[src/knr_pkg.sv]
// Package for the k-nearest-within-radius block: sizes, register codes and
// the structs passed between the distance, list and emit stages.
// No dependencies.
package knr_pkg;

  localparam int NEAREST_COUNT = 5;
  localparam int INDEX_BITS    = 16;

  localparam int COORD_W    = 16;
  localparam int IDX_W      = 16;
  localparam int SQ_W       = 32;  // (2^16-1)^2 fits in 32 bits
  localparam int DIST_W     = 33;  // sum of two squares
  localparam int CFG_DATA_W = 33;
  localparam int CFG_IDX_W  = 3;
  localparam int RANK_OUT_W = 3;

  localparam int IDX_CMP_BITS = (INDEX_BITS < IDX_W) ? INDEX_BITS : IDX_W;
  localparam int CNT_W        = $clog2(NEAREST_COUNT + 1);
  localparam int RANK_W       = (NEAREST_COUNT > 1) ? $clog2(NEAREST_COUNT) : 1;

  typedef enum logic [CFG_IDX_W-1:0] {
    REG_CENTER_X       = 3'd0,
    REG_CENTER_Y       = 3'd1,
    REG_RADIUS_SQ      = 3'd2,
    REG_EXCLUDE_ENABLE = 3'd3,
    REG_EXCLUDED_INDEX = 3'd4
  } cfg_reg_e;

  typedef struct packed {
    logic signed [COORD_W-1:0] center_x;
    logic signed [COORD_W-1:0] center_y;
    logic [DIST_W-1:0]         radius_sq;
    logic                      exclude_enable;
    logic [IDX_W-1:0]          excluded_index;
  } cfg_t;

  // candidate leaving the distance pipeline
  typedef struct packed {
    logic                      ok;    // passes all filters
    logic                      last;
    logic signed [COORD_W-1:0] x;
    logic signed [COORD_W-1:0] y;
    logic [DIST_W-1:0]         sq_dist;
  } cand_t;

  typedef struct packed {
    logic signed [COORD_W-1:0] x;
    logic signed [COORD_W-1:0] y;
    logic [DIST_W-1:0]         sq_dist;
  } slot_t;

  typedef slot_t [NEAREST_COUNT-1:0] slot_arr_t;

endpackage

[src/knr_if.sv]
// Handshake interfaces for point beats and result beats.
// Depends on knr_pkg.
interface knr_point_if;
  import knr_pkg::*;
  logic                      valid;
  logic                      ready;
  logic [IDX_W-1:0]          point_index;
  logic signed [COORD_W-1:0] point_x;
  logic signed [COORD_W-1:0] point_y;
  logic                      point_active;
  logic                      last_point;

  modport source (output valid, point_index, point_x, point_y, point_active, last_point,
                  input ready);
  modport sink (input valid, point_index, point_x, point_y, point_active, last_point,
                output ready);
endinterface

interface knr_result_if;
  import knr_pkg::*;
  logic                      valid;
  logic                      ready;
  logic [RANK_OUT_W-1:0]     rank;
  logic                      found;
  logic signed [COORD_W-1:0] target_x;
  logic signed [COORD_W-1:0] target_y;
  logic [DIST_W-1:0]         target_dist_sq;
  logic                      last_result;

  modport source (output valid, rank, found, target_x, target_y, target_dist_sq,
                  last_result, input ready);
  modport sink (input valid, rank, found, target_x, target_y, target_dist_sq,
                last_result, output ready);
endinterface

[src/knr_dist.sv]
// Distance pipeline: input register, squares, then sum and filter.
// Depends on knr_pkg and knr_if.
module knr_dist (
  input  logic            clk_i,
  input  logic            rst_ni,
  knr_point_if.sink       point_i,
  input  knr_pkg::cfg_t   cfg_i,
  input  logic            adv_i,
  output logic            c_valid_o,
  output knr_pkg::cand_t  c_o
);
  import knr_pkg::*;

  logic                      a_valid_q, b_valid_q, c_valid_q;
  logic signed [COORD_W-1:0] a_x_q, a_y_q, b_x_q, b_y_q;
  logic                      a_keep_q, a_last_q, b_keep_q, b_last_q;
  logic [SQ_W-1:0]           b_sqx_q, b_sqy_q;
  cand_t                     c_q;

  logic                      excl;
  logic signed [COORD_W:0]   dx, dy;
  logic signed [2*COORD_W+1:0] px2, py2;
  logic [DIST_W-1:0]         sum;

  assign point_i.ready = adv_i;

  assign excl = cfg_i.exclude_enable &&
                (point_i.point_index[IDX_CMP_BITS-1:0] ==
                 cfg_i.excluded_index[IDX_CMP_BITS-1:0]);

  assign dx  = {a_x_q[COORD_W-1], a_x_q} - {cfg_i.center_x[COORD_W-1], cfg_i.center_x};
  assign dy  = {a_y_q[COORD_W-1], a_y_q} - {cfg_i.center_y[COORD_W-1], cfg_i.center_y};
  assign px2 = dx * dx;
  assign py2 = dy * dy;
  assign sum = {1'b0, b_sqx_q} + {1'b0, b_sqy_q};

  always_ff @(posedge clk_i or negedge rst_ni) begin
    if (!rst_ni) begin
      a_valid_q <= 1'b0;
      b_valid_q <= 1'b0;
      c_valid_q <= 1'b0;
    end else if (adv_i) begin
      a_valid_q <= point_i.valid;
      b_valid_q <= a_valid_q;
      c_valid_q <= b_valid_q;
    end
  end

  always_ff @(posedge clk_i) begin
    if (adv_i) begin
      a_x_q    <= point_i.point_x;
      a_y_q    <= point_i.point_y;
      a_keep_q <= point_i.point_active && !excl;
      a_last_q <= point_i.last_point;

      b_x_q    <= a_x_q;
      b_y_q    <= a_y_q;
      b_keep_q <= a_keep_q;
      b_last_q <= a_last_q;
      b_sqx_q  <= px2[SQ_W-1:0];
      b_sqy_q  <= py2[SQ_W-1:0];

      c_q.ok      <= b_keep_q && (sum != '0) && (sum <= cfg_i.radius_sq);
      c_q.last    <= b_last_q;
      c_q.x       <= b_x_q;
      c_q.y       <= b_y_q;
      c_q.sq_dist <= sum;
    end
  end

  assign c_valid_o = c_valid_q;
  assign c_o       = c_q;

endmodule

[src/knr_list.sv]
// Sorted list of the nearest slots with parallel compare-and-shift insert.
// Depends on knr_pkg.
module knr_list (
  input  logic                             clk_i,
  input  logic                             rst_ni,
  input  logic                             c_valid_i,
  input  knr_pkg::cand_t                   c_i,
  input  logic                             adv_i,
  output knr_pkg::slot_arr_t               snap_o,
  output logic [knr_pkg::NEAREST_COUNT-1:0] snap_vld_o,
  output logic [knr_pkg::NEAREST_COUNT-1:0] vld_o
);
  import knr_pkg::*;

  slot_arr_t                slot_q, slot_n;
  logic [NEAREST_COUNT-1:0] vld_q, vld_n, vld_d, beats;
  logic                     ins, flush;

  // empty slot counts as infinitely far; strict compare keeps older on ties
  always_comb begin
    for (int i = 0; i < NEAREST_COUNT; i++) begin
      beats[i] = !vld_q[i] || (c_i.sq_dist < slot_q[i].sq_dist);
    end
  end

  assign ins   = c_valid_i && adv_i && c_i.ok && beats[NEAREST_COUNT-1];
  assign flush = c_valid_i && adv_i && c_i.last;

  always_comb begin
    slot_n = slot_q;
    vld_n  = vld_q;
    if (ins && beats[0]) begin
      slot_n[0] = '{x: c_i.x, y: c_i.y, sq_dist: c_i.sq_dist};
      vld_n[0]  = 1'b1;
    end
    for (int i = 1; i < NEAREST_COUNT; i++) begin
      if (ins && beats[i]) begin
        vld_n[i] = 1'b1;
        if (beats[i-1]) begin
          slot_n[i] = slot_q[i-1];
          vld_n[i]  = vld_q[i-1];
        end else begin
          slot_n[i] = '{x: c_i.x, y: c_i.y, sq_dist: c_i.sq_dist};
        end
      end
    end
    vld_d = flush ? '0 : vld_n;
  end

  always_ff @(posedge clk_i or negedge rst_ni) begin
    if (!rst_ni) begin
      vld_q <= '0;
    end else begin
      vld_q <= vld_d;
    end
  end

  always_ff @(posedge clk_i) begin
    slot_q <= slot_n;
  end

  assign snap_o     = slot_n;
  assign snap_vld_o = vld_n;
  assign vld_o      = vld_q;

endmodule

[src/knr_emit.sv]
// Emit buffer holding one list snapshot, drained into the result register.
// Depends on knr_pkg and knr_if.
module knr_emit (
  input  logic                              clk_i,
  input  logic                              rst_ni,
  input  logic                              snap_we_i,
  input  knr_pkg::slot_arr_t                snap_i,
  input  logic [knr_pkg::NEAREST_COUNT-1:0] snap_vld_i,
  output logic                              buf_free_o,
  knr_result_if.source                      result_o
);
  import knr_pkg::*;

  slot_arr_t            ebuf_q;
  logic [CNT_W-1:0]     e_cnt_q, snap_cnt;
  logic [RANK_W-1:0]    e_rank_q;
  logic                 e_none_q;
  logic                 o_valid_q, load;

  assign snap_cnt   = CNT_W'($countones(snap_vld_i));
  assign buf_free_o = (e_cnt_q == '0);
  assign load       = !buf_free_o && (!o_valid_q || result_o.ready);

  always_ff @(posedge clk_i or negedge rst_ni) begin
    if (!rst_ni) begin
      e_cnt_q   <= '0;
      e_rank_q  <= '0;
      e_none_q  <= 1'b0;
      o_valid_q <= 1'b0;
    end else begin
      if (snap_we_i) begin
        e_cnt_q  <= (snap_cnt == '0) ? CNT_W'(1) : snap_cnt;
        e_none_q <= (snap_cnt == '0);
        e_rank_q <= '0;
      end else if (load) begin
        e_cnt_q  <= e_cnt_q - CNT_W'(1);
        e_rank_q <= e_rank_q + RANK_W'(1);
      end
      if (load) begin
        o_valid_q <= 1'b1;
      end else if (result_o.ready) begin
        o_valid_q <= 1'b0;
      end
    end
  end

  always_ff @(posedge clk_i) begin
    if (snap_we_i) begin
      ebuf_q <= snap_i;
    end else if (load) begin
      for (int i = 0; i < NEAREST_COUNT - 1; i++) begin
        ebuf_q[i] <= ebuf_q[i+1];
      end
    end
    if (load) begin
      result_o.rank           <= RANK_OUT_W'(e_rank_q);
      result_o.found          <= !e_none_q;
      result_o.target_x       <= e_none_q ? '0 : ebuf_q[0].x;
      result_o.target_y       <= e_none_q ? '0 : ebuf_q[0].y;
      result_o.target_dist_sq <= e_none_q ? '0 : ebuf_q[0].sq_dist;
      result_o.last_result    <= (e_cnt_q == CNT_W'(1));
    end
  end

  assign result_o.valid = o_valid_q;

endmodule

[src/k_nearest_within_radius.sv]
// Top level of the k-nearest-within-radius selector: config registers,
// distance pipeline, sorted list and emit buffer. Depends on knr_pkg, knr_if,
// knr_dist, knr_list and knr_emit.
//
//   port       dir  beat                            handshake
//   point_i    in   index, x, y, active, last flag  valid/ready
//   result_o   out  rank, found, x, y, dist, last   valid/ready
//   cfg_*_i    in   register index + data           write enable only
//
// One point per cycle while point_i.ready is high. Each taken point passes
// the input register, the squares and the sum and radius check to the list.
// On a last point the updated list is copied to the emit buffer, which sends
// one result per cycle while result_o.ready is high; a last point that finds
// the buffer still busy waits at the list stage and holds point_i.ready low
// until the buffer is empty. Reset clears config, list and pipeline valid bits.
module k_nearest_within_radius (
  input  logic                             clk_i,
  input  logic                             rst_ni,
  knr_point_if.sink                        point_i,
  knr_result_if.source                     result_o,
  input  logic                             cfg_we_i,
  input  logic [knr_pkg::CFG_IDX_W-1:0]    cfg_index_i,
  input  logic [knr_pkg::CFG_DATA_W-1:0]   cfg_data_i
);
  import knr_pkg::*;

  cfg_t                     cfg_q;
  logic                     c_valid, adv, hold, buf_free, snap_we;
  cand_t                    cand;
  slot_arr_t                snap;
  logic [NEAREST_COUNT-1:0] snap_vld, list_vld;

  always_ff @(posedge clk_i or negedge rst_ni) begin
    if (!rst_ni) begin
      cfg_q <= '0;
    end else if (cfg_we_i) begin
      case (cfg_reg_e'(cfg_index_i))
        REG_CENTER_X:       cfg_q.center_x       <= cfg_data_i[COORD_W-1:0];
        REG_CENTER_Y:       cfg_q.center_y       <= cfg_data_i[COORD_W-1:0];
        REG_RADIUS_SQ:      cfg_q.radius_sq      <= cfg_data_i[DIST_W-1:0];
        REG_EXCLUDE_ENABLE: cfg_q.exclude_enable <= cfg_data_i[0];
        REG_EXCLUDED_INDEX: cfg_q.excluded_index <= cfg_data_i[IDX_W-1:0];
        default: ;
      endcase
    end
  end

  // a finished list can only move on once the emit buffer is empty
  assign hold    = c_valid && cand.last && !buf_free;
  assign adv     = !hold;
  assign snap_we = c_valid && cand.last && adv;

  knr_dist u_dist (
    .clk_i     (clk_i),
    .rst_ni    (rst_ni),
    .point_i   (point_i),
    .cfg_i     (cfg_q),
    .adv_i     (adv),
    .c_valid_o (c_valid),
    .c_o       (cand)
  );

  knr_list u_list (
    .clk_i      (clk_i),
    .rst_ni     (rst_ni),
    .c_valid_i  (c_valid),
    .c_i        (cand),
    .adv_i      (adv),
    .snap_o     (snap),
    .snap_vld_o (snap_vld),
    .vld_o      (list_vld)
  );

  knr_emit u_emit (
    .clk_i      (clk_i),
    .rst_ni     (rst_ni),
    .snap_we_i  (snap_we),
    .snap_i     (snap),
    .snap_vld_i (snap_vld),
    .buf_free_o (buf_free),
    .result_o   (result_o)
  );

  // occupied slots always form a prefix of the list
  a_list_prefix: assert property (@(posedge clk_i) disable iff (!rst_ni)
    ((list_vld & (list_vld + NEAREST_COUNT'(1))) == '0))
    else $error("list valid bits not contiguous");

  a_not_found: assert property (@(posedge clk_i) disable iff (!rst_ni)
    (result_o.valid && !result_o.found) |-> (result_o.last_result && result_o.rank == '0))
    else $error("not-found beat is not a lone rank-0 final beat");

  a_in_radius: assert property (@(posedge clk_i) disable iff (!rst_ni)
    (result_o.valid && result_o.found) |->
      (result_o.target_dist_sq != '0 && result_o.target_dist_sq <= cfg_q.radius_sq))
    else $error("reported point outside radius");

  a_rank_step: assert property (@(posedge clk_i) disable iff (!rst_ni)
    (result_o.valid && result_o.ready && !result_o.last_result) |=>
      (result_o.valid && result_o.rank == $past(result_o.rank) + RANK_OUT_W'(1)))
    else $error("result ranks not consecutive");

endmodule

[src/flat_wrapper.sv]
// flat-port wrapper written by rule: the top's interface ports become plain ports
module k_nearest_within_radius_flat import knr_pkg::*;
  (clk_i, rst_ni, cfg_we_i, cfg_index_i, cfg_data_i, point_i_valid, point_i_point_index, point_i_point_x, point_i_point_y, point_i_point_active, point_i_last_point, point_i_ready, result_o_valid, result_o_rank, result_o_found, result_o_target_x, result_o_target_y, result_o_target_dist_sq, result_o_last_result, result_o_ready);
  knr_point_if point_i_i ();
  knr_result_if result_o_i ();
  input  logic clk_i;
  input  logic rst_ni;
  input  logic cfg_we_i;
  input  logic [knr_pkg::CFG_IDX_W-1:0] cfg_index_i;
  input  logic [knr_pkg::CFG_DATA_W-1:0] cfg_data_i;
  input wire logic [$bits(point_i_i.valid)-1:0] point_i_valid;
  input wire logic [$bits(point_i_i.point_index)-1:0] point_i_point_index;
  input wire logic [$bits(point_i_i.point_x)-1:0] point_i_point_x;
  input wire logic [$bits(point_i_i.point_y)-1:0] point_i_point_y;
  input wire logic [$bits(point_i_i.point_active)-1:0] point_i_point_active;
  input wire logic [$bits(point_i_i.last_point)-1:0] point_i_last_point;
  output wire logic [$bits(point_i_i.ready)-1:0] point_i_ready;
  output wire logic [$bits(result_o_i.valid)-1:0] result_o_valid;
  output wire logic [$bits(result_o_i.rank)-1:0] result_o_rank;
  output wire logic [$bits(result_o_i.found)-1:0] result_o_found;
  output wire logic [$bits(result_o_i.target_x)-1:0] result_o_target_x;
  output wire logic [$bits(result_o_i.target_y)-1:0] result_o_target_y;
  output wire logic [$bits(result_o_i.target_dist_sq)-1:0] result_o_target_dist_sq;
  output wire logic [$bits(result_o_i.last_result)-1:0] result_o_last_result;
  input wire logic [$bits(result_o_i.ready)-1:0] result_o_ready;
  assign point_i_i.valid = point_i_valid;
  assign point_i_i.point_index = point_i_point_index;
  assign point_i_i.point_x = point_i_point_x;
  assign point_i_i.point_y = point_i_point_y;
  assign point_i_i.point_active = point_i_point_active;
  assign point_i_i.last_point = point_i_last_point;
  assign point_i_ready = point_i_i.ready;
  assign result_o_valid = result_o_i.valid;
  assign result_o_rank = result_o_i.rank;
  assign result_o_found = result_o_i.found;
  assign result_o_target_x = result_o_i.target_x;
  assign result_o_target_y = result_o_i.target_y;
  assign result_o_target_dist_sq = result_o_i.target_dist_sq;
  assign result_o_last_result = result_o_i.last_result;
  assign result_o_i.ready = result_o_ready;
  k_nearest_within_radius u_core (.clk_i(clk_i), .rst_ni(rst_ni), .point_i(point_i_i), .result_o(result_o_i), .cfg_we_i(cfg_we_i), .cfg_index_i(cfg_index_i), .cfg_data_i(cfg_data_i));
endmodule
[config.mk]
export PLATFORM = sky130hd
export DESIGN_NAME = k_nearest_within_radius_flat
export DESIGN_NICKNAME = d
export VERILOG_FILES = /design/src/knr_pkg.sv /design/src/knr_if.sv /design/src/knr_dist.sv /design/src/knr_list.sv /design/src/knr_emit.sv /design/src/k_nearest_within_radius.sv /design/src/flat_wrapper.sv
export SDC_FILE = /design/constraint.sdc
export NUM_CORES = 2
export LEC_CHECK = 0
export BUFFER_PORTS_ARGS = -buffer_cell sky130_fd_sc_hd__buf_2
export CAP_MARGIN = 20
export CORE_MARGIN = 2
export CORE_UTILIZATION = 63
export DETAILED_ROUTE_END_ITERATION = 6
export GPL_TIMING_DRIVEN = 0
export PLACE_DENSITY = 0.82
export SYNTH_ARGS = -nofsm -noshare
export SYNTH_HDL_FRONTEND = slang
export SYNTH_HIERARCHICAL = 1
export SYNTH_SLANG_ARGS = --single-unit
[constraint.sdc]
create_clock -name clk_i -period 17.55 [get_ports clk_i]
set_input_delay 0.8775 -clock clk_i [delete_from_list [all_inputs] [get_ports clk_i]]
set_output_delay 0.8775 -clock clk_i [all_outputs]
set_load 0.01 [all_outputs]
==> qor.yml <==
run_status:
  status: "complete, no violations"
grt:
  grt_max_degree: 63
  grt_pass1_wl_mm: 248
  grt_pass1_vias: 45463
  overflow: 0
  grt.total_usage_pct: 30.9
  antenna_found_initial: 6
cells_and_area:
  multi_input_area_um2: 33300
  syn_to_final_growth_pct: 10.3
  fin_nets: 6971
  n_fill_cell: 7149
  seq_area_um2: 26700
  final_layout_size_suffix_gt1_share_pct: 14.0
  layout_commonest_cell: "inv_1"
  final_cell_mix: "923 x inv_1, 605 x a21oi_1, 592 x edfxtp_1, 521 x fa_1, 418 x ha_1"
route:
  vias: 43507
  ant_nets: 0
  wire_per_inst_um: 21.6
  drtPass1Iterations: 7
  vias_per_cell: 5.88
  drt-initial-drc-count: 3820
  drc: 0
  drt-total-wl_mm: 160
clocking:
  tritoncts: "done"
  clock-sinks: 1015
  clk_pin_slew_ns: 0.06
  cts_setup_buffers: 0
  numCtsBuffers: 104
  clk_path_buf_depth: 3
  h-tree-depth: 3
  insertion_delay_ns: 0.71
  cts-root-buf: "clkbuf_16"
  postCtsHoldBufs: 0
  cts_repair_resize_count: 0
timing:
  layout_setup_ws_ns: 7.39
  hold_viol: 0
  setup_viol: 0
  period_share_pct: 57.9
  timing.fmax_mhz: 98.4
  slew_violations: 0
  clock_skew_ns: 0.0800
  slew_headroom_pct: 22.7
  min_period_ns: 10.16
  worst_pin_slew_ns: 1.16
  rsz0062_at_grt: "no"
  setup_tns_ns: 0
hold_path:
  hold_class: "in2async"
synthesis:
  synthCells: 5644
  synth-adder-area-share_pct: 24.3
  synth-simple-area-share_pct: 5.96
  synth_ff_type: "edfxtp_1"
  synthMuxAreaShare_pct: 11.2
  ys_ff_latch: 1015
  synth-compound-area-share_pct: 8.02
  ys_types: 91
  syn_area_um2: 64500
  syn-num-nets: 6674
  synth-edff-count: 592
  yosys_warnings: 6
  synth_seq_area_share_pct: 41.5
  syn_avg_cell_area_um2: 11.4
  synth_xor_xnor_area_share_pct: 2.10
  synth_top_family_by_area: "adder cells"
  synth.top_cell.area_share_pct: 27.6
  synthArstFlopShare_pct: 9.66
  synth_top_area_cell: "edfxtp_1"
  synthTopCellsByArea: "edfxtp_1 28%, fa_1 16%, dfxtp_1 10%"
setup_path:
  arrival_ns: 10.62
  worst_r2r_path_depth: 32
  critPathLaunchType: "flip-flop"
  crit_buf_inv: 5
  cp_top_family: "adder cells"
  cpPeakStageDelay_ns: 0.83
  worst_ep_required_time_ns: 18.01
  crit_path_frequent_cell: "fa_1"
  crit_type: "reg2reg"
  r2r-start: "u_core/u_dist/a_x_q[0]"
  rrSetupSlack_ns: 7.39
  critPathMaxFanout: 10
  timing.critical_path.to_type: "flip-flop"
  r2r_end: "u_core/u_dist/b_sqx_q[31]"
  critPathSlowestCell: "xor2_1"
placement:
  place_congestion: 0.947
  hpwlAfterDp_mm: 122
  dp_slack_ns: 7.58
  port_buffers: 162
floorplanning:
  die_h_um: 324
  pin_count: 163
  row_count: 117
  die-area_um2: 105000
  fp.dieW_um: 324
  core_area_um2: 102000
  initial_core_util_pct: 63.5
run:
  maxCapViolations: 0
cell families after synthesis:
family	after synthesis
AOI/OAI and AO/OA	902
DFF	1015
and+or+nand+nor	823
muxes	670
xor gates and xnor gates	154
adders and majority gates	939
buffers and inverters	1141
state kept, by name (all words and copies together) (netlist names), 5 cells and up:
signal / flops
u_core/u_emit/ebuf_q: 325
u_core/u_list/slot_q: 325
u_core/cfg_q: 82
u_core/u_dist/c_o: 67
u_core/u_emit/result_o.target_dist_sq: 33
u_core/u_dist/b_sqx_q: 31
u_core/u_dist/b_sqy_q: 31
u_core/u_dist/a_x_q: 16
u_core/u_dist/a_y_q: 16
u_core/u_dist/b_x_q: 16
u_core/u_dist/b_y_q: 16
u_core/u_emit/result_o.target_x: 16
u_core/u_emit/result_o.target_y: 16
u_core/u_list/vld_o: 5
cell usage after synthesis (all sizes together), types with 20 or more instances:
library cell	count
a211oi	26
a21o	62
a21oi	605
buf	125
clkbuf	77
dfrtp	98
dfxtp	325
edfxtp	592
fa	521
ha	418
inv	929
mux2	410
mux2i	260
nand2	219
nand2b	20
nand3	46
nand4	32
nor2	308
nor2b	85
nor3	30
o21a	29
o21ai	78
xnor2	108
xor2	46
worst max-delay path by stage:
stage / start / to / slack (ns) / cells after the start
2_1_floorplan: u_core/u_emit/e_cnt_q[0] / u_core/u_emit/e_cnt_q[1] / 8.44 / 18
3_3_place_gp: u_core/u_emit/e_cnt_q[0] / u_core/u_emit/e_cnt_q[1] / 5.48 / 18
3_5_place_dp: u_core/u_dist/a_y_q[1] / u_core/u_dist/b_sqy_q[31] / 7.58 / 34
4_1_cts: u_core/u_dist/a_y_q[1] / u_core/u_dist/b_sqy_q[31] / 7.53 / 34
5_1_grt: u_core/u_dist/a_x_q[0] / u_core/u_dist/b_sqx_q[31] / 6.88 / 34
6_report: u_core/u_dist/a_x_q[0] / u_core/u_dist/b_sqx_q[31] / 7.39 / 32
metal layers:
layer  global-route usage, %  share of wire [%]
met2                    52.7                 49
met5                       0              0.033
met3                    4.93                7.5
met1                    38.3                 38
met4                    15.9                5.3
cell type report:
class                   count  area share [%]
diodes                      1         0.00352
plain buffers             202            1.37
clock buffers             143            4.04
clock inverters            55            1.03
inverters                 939            4.96
multi-input cells        3488            46.8
flip-flops and latches   1015            37.6
well taps                1368            2.41
repair buffers            191            1.81
worst reg2reg max path: cells and delay by family (launching register included):
kind,cells,cell delay [ns]
XOR/XNOR,2,0.93
buffers and inverters,5,0.98
flip-flops,1,0.41
AND/OR/NAND/NOR,3,0.71
AO/OA/AOI/OAI,13,3.05
adder cells (fa/ha/maj),9,3.87
through the flow:
stage	hold WS (ns)	instances	util (%)	area, um2
2_1_floorplan	0.400	5644	-	64500
3_3_place_gp	0.401	7174	66.0	67000
3_5_place_dp	0.405	7196	66.4	67500
4_1_cts	0.169	7394	69.9	71100
5_1_grt	0.208	7401	70.0	71100
6_report	0.180	7402	70.0	71100
Power is left out: the tool's default activity adds up to more than one toggle a clock period on the data nets, which glitch-free logic cannot reach.
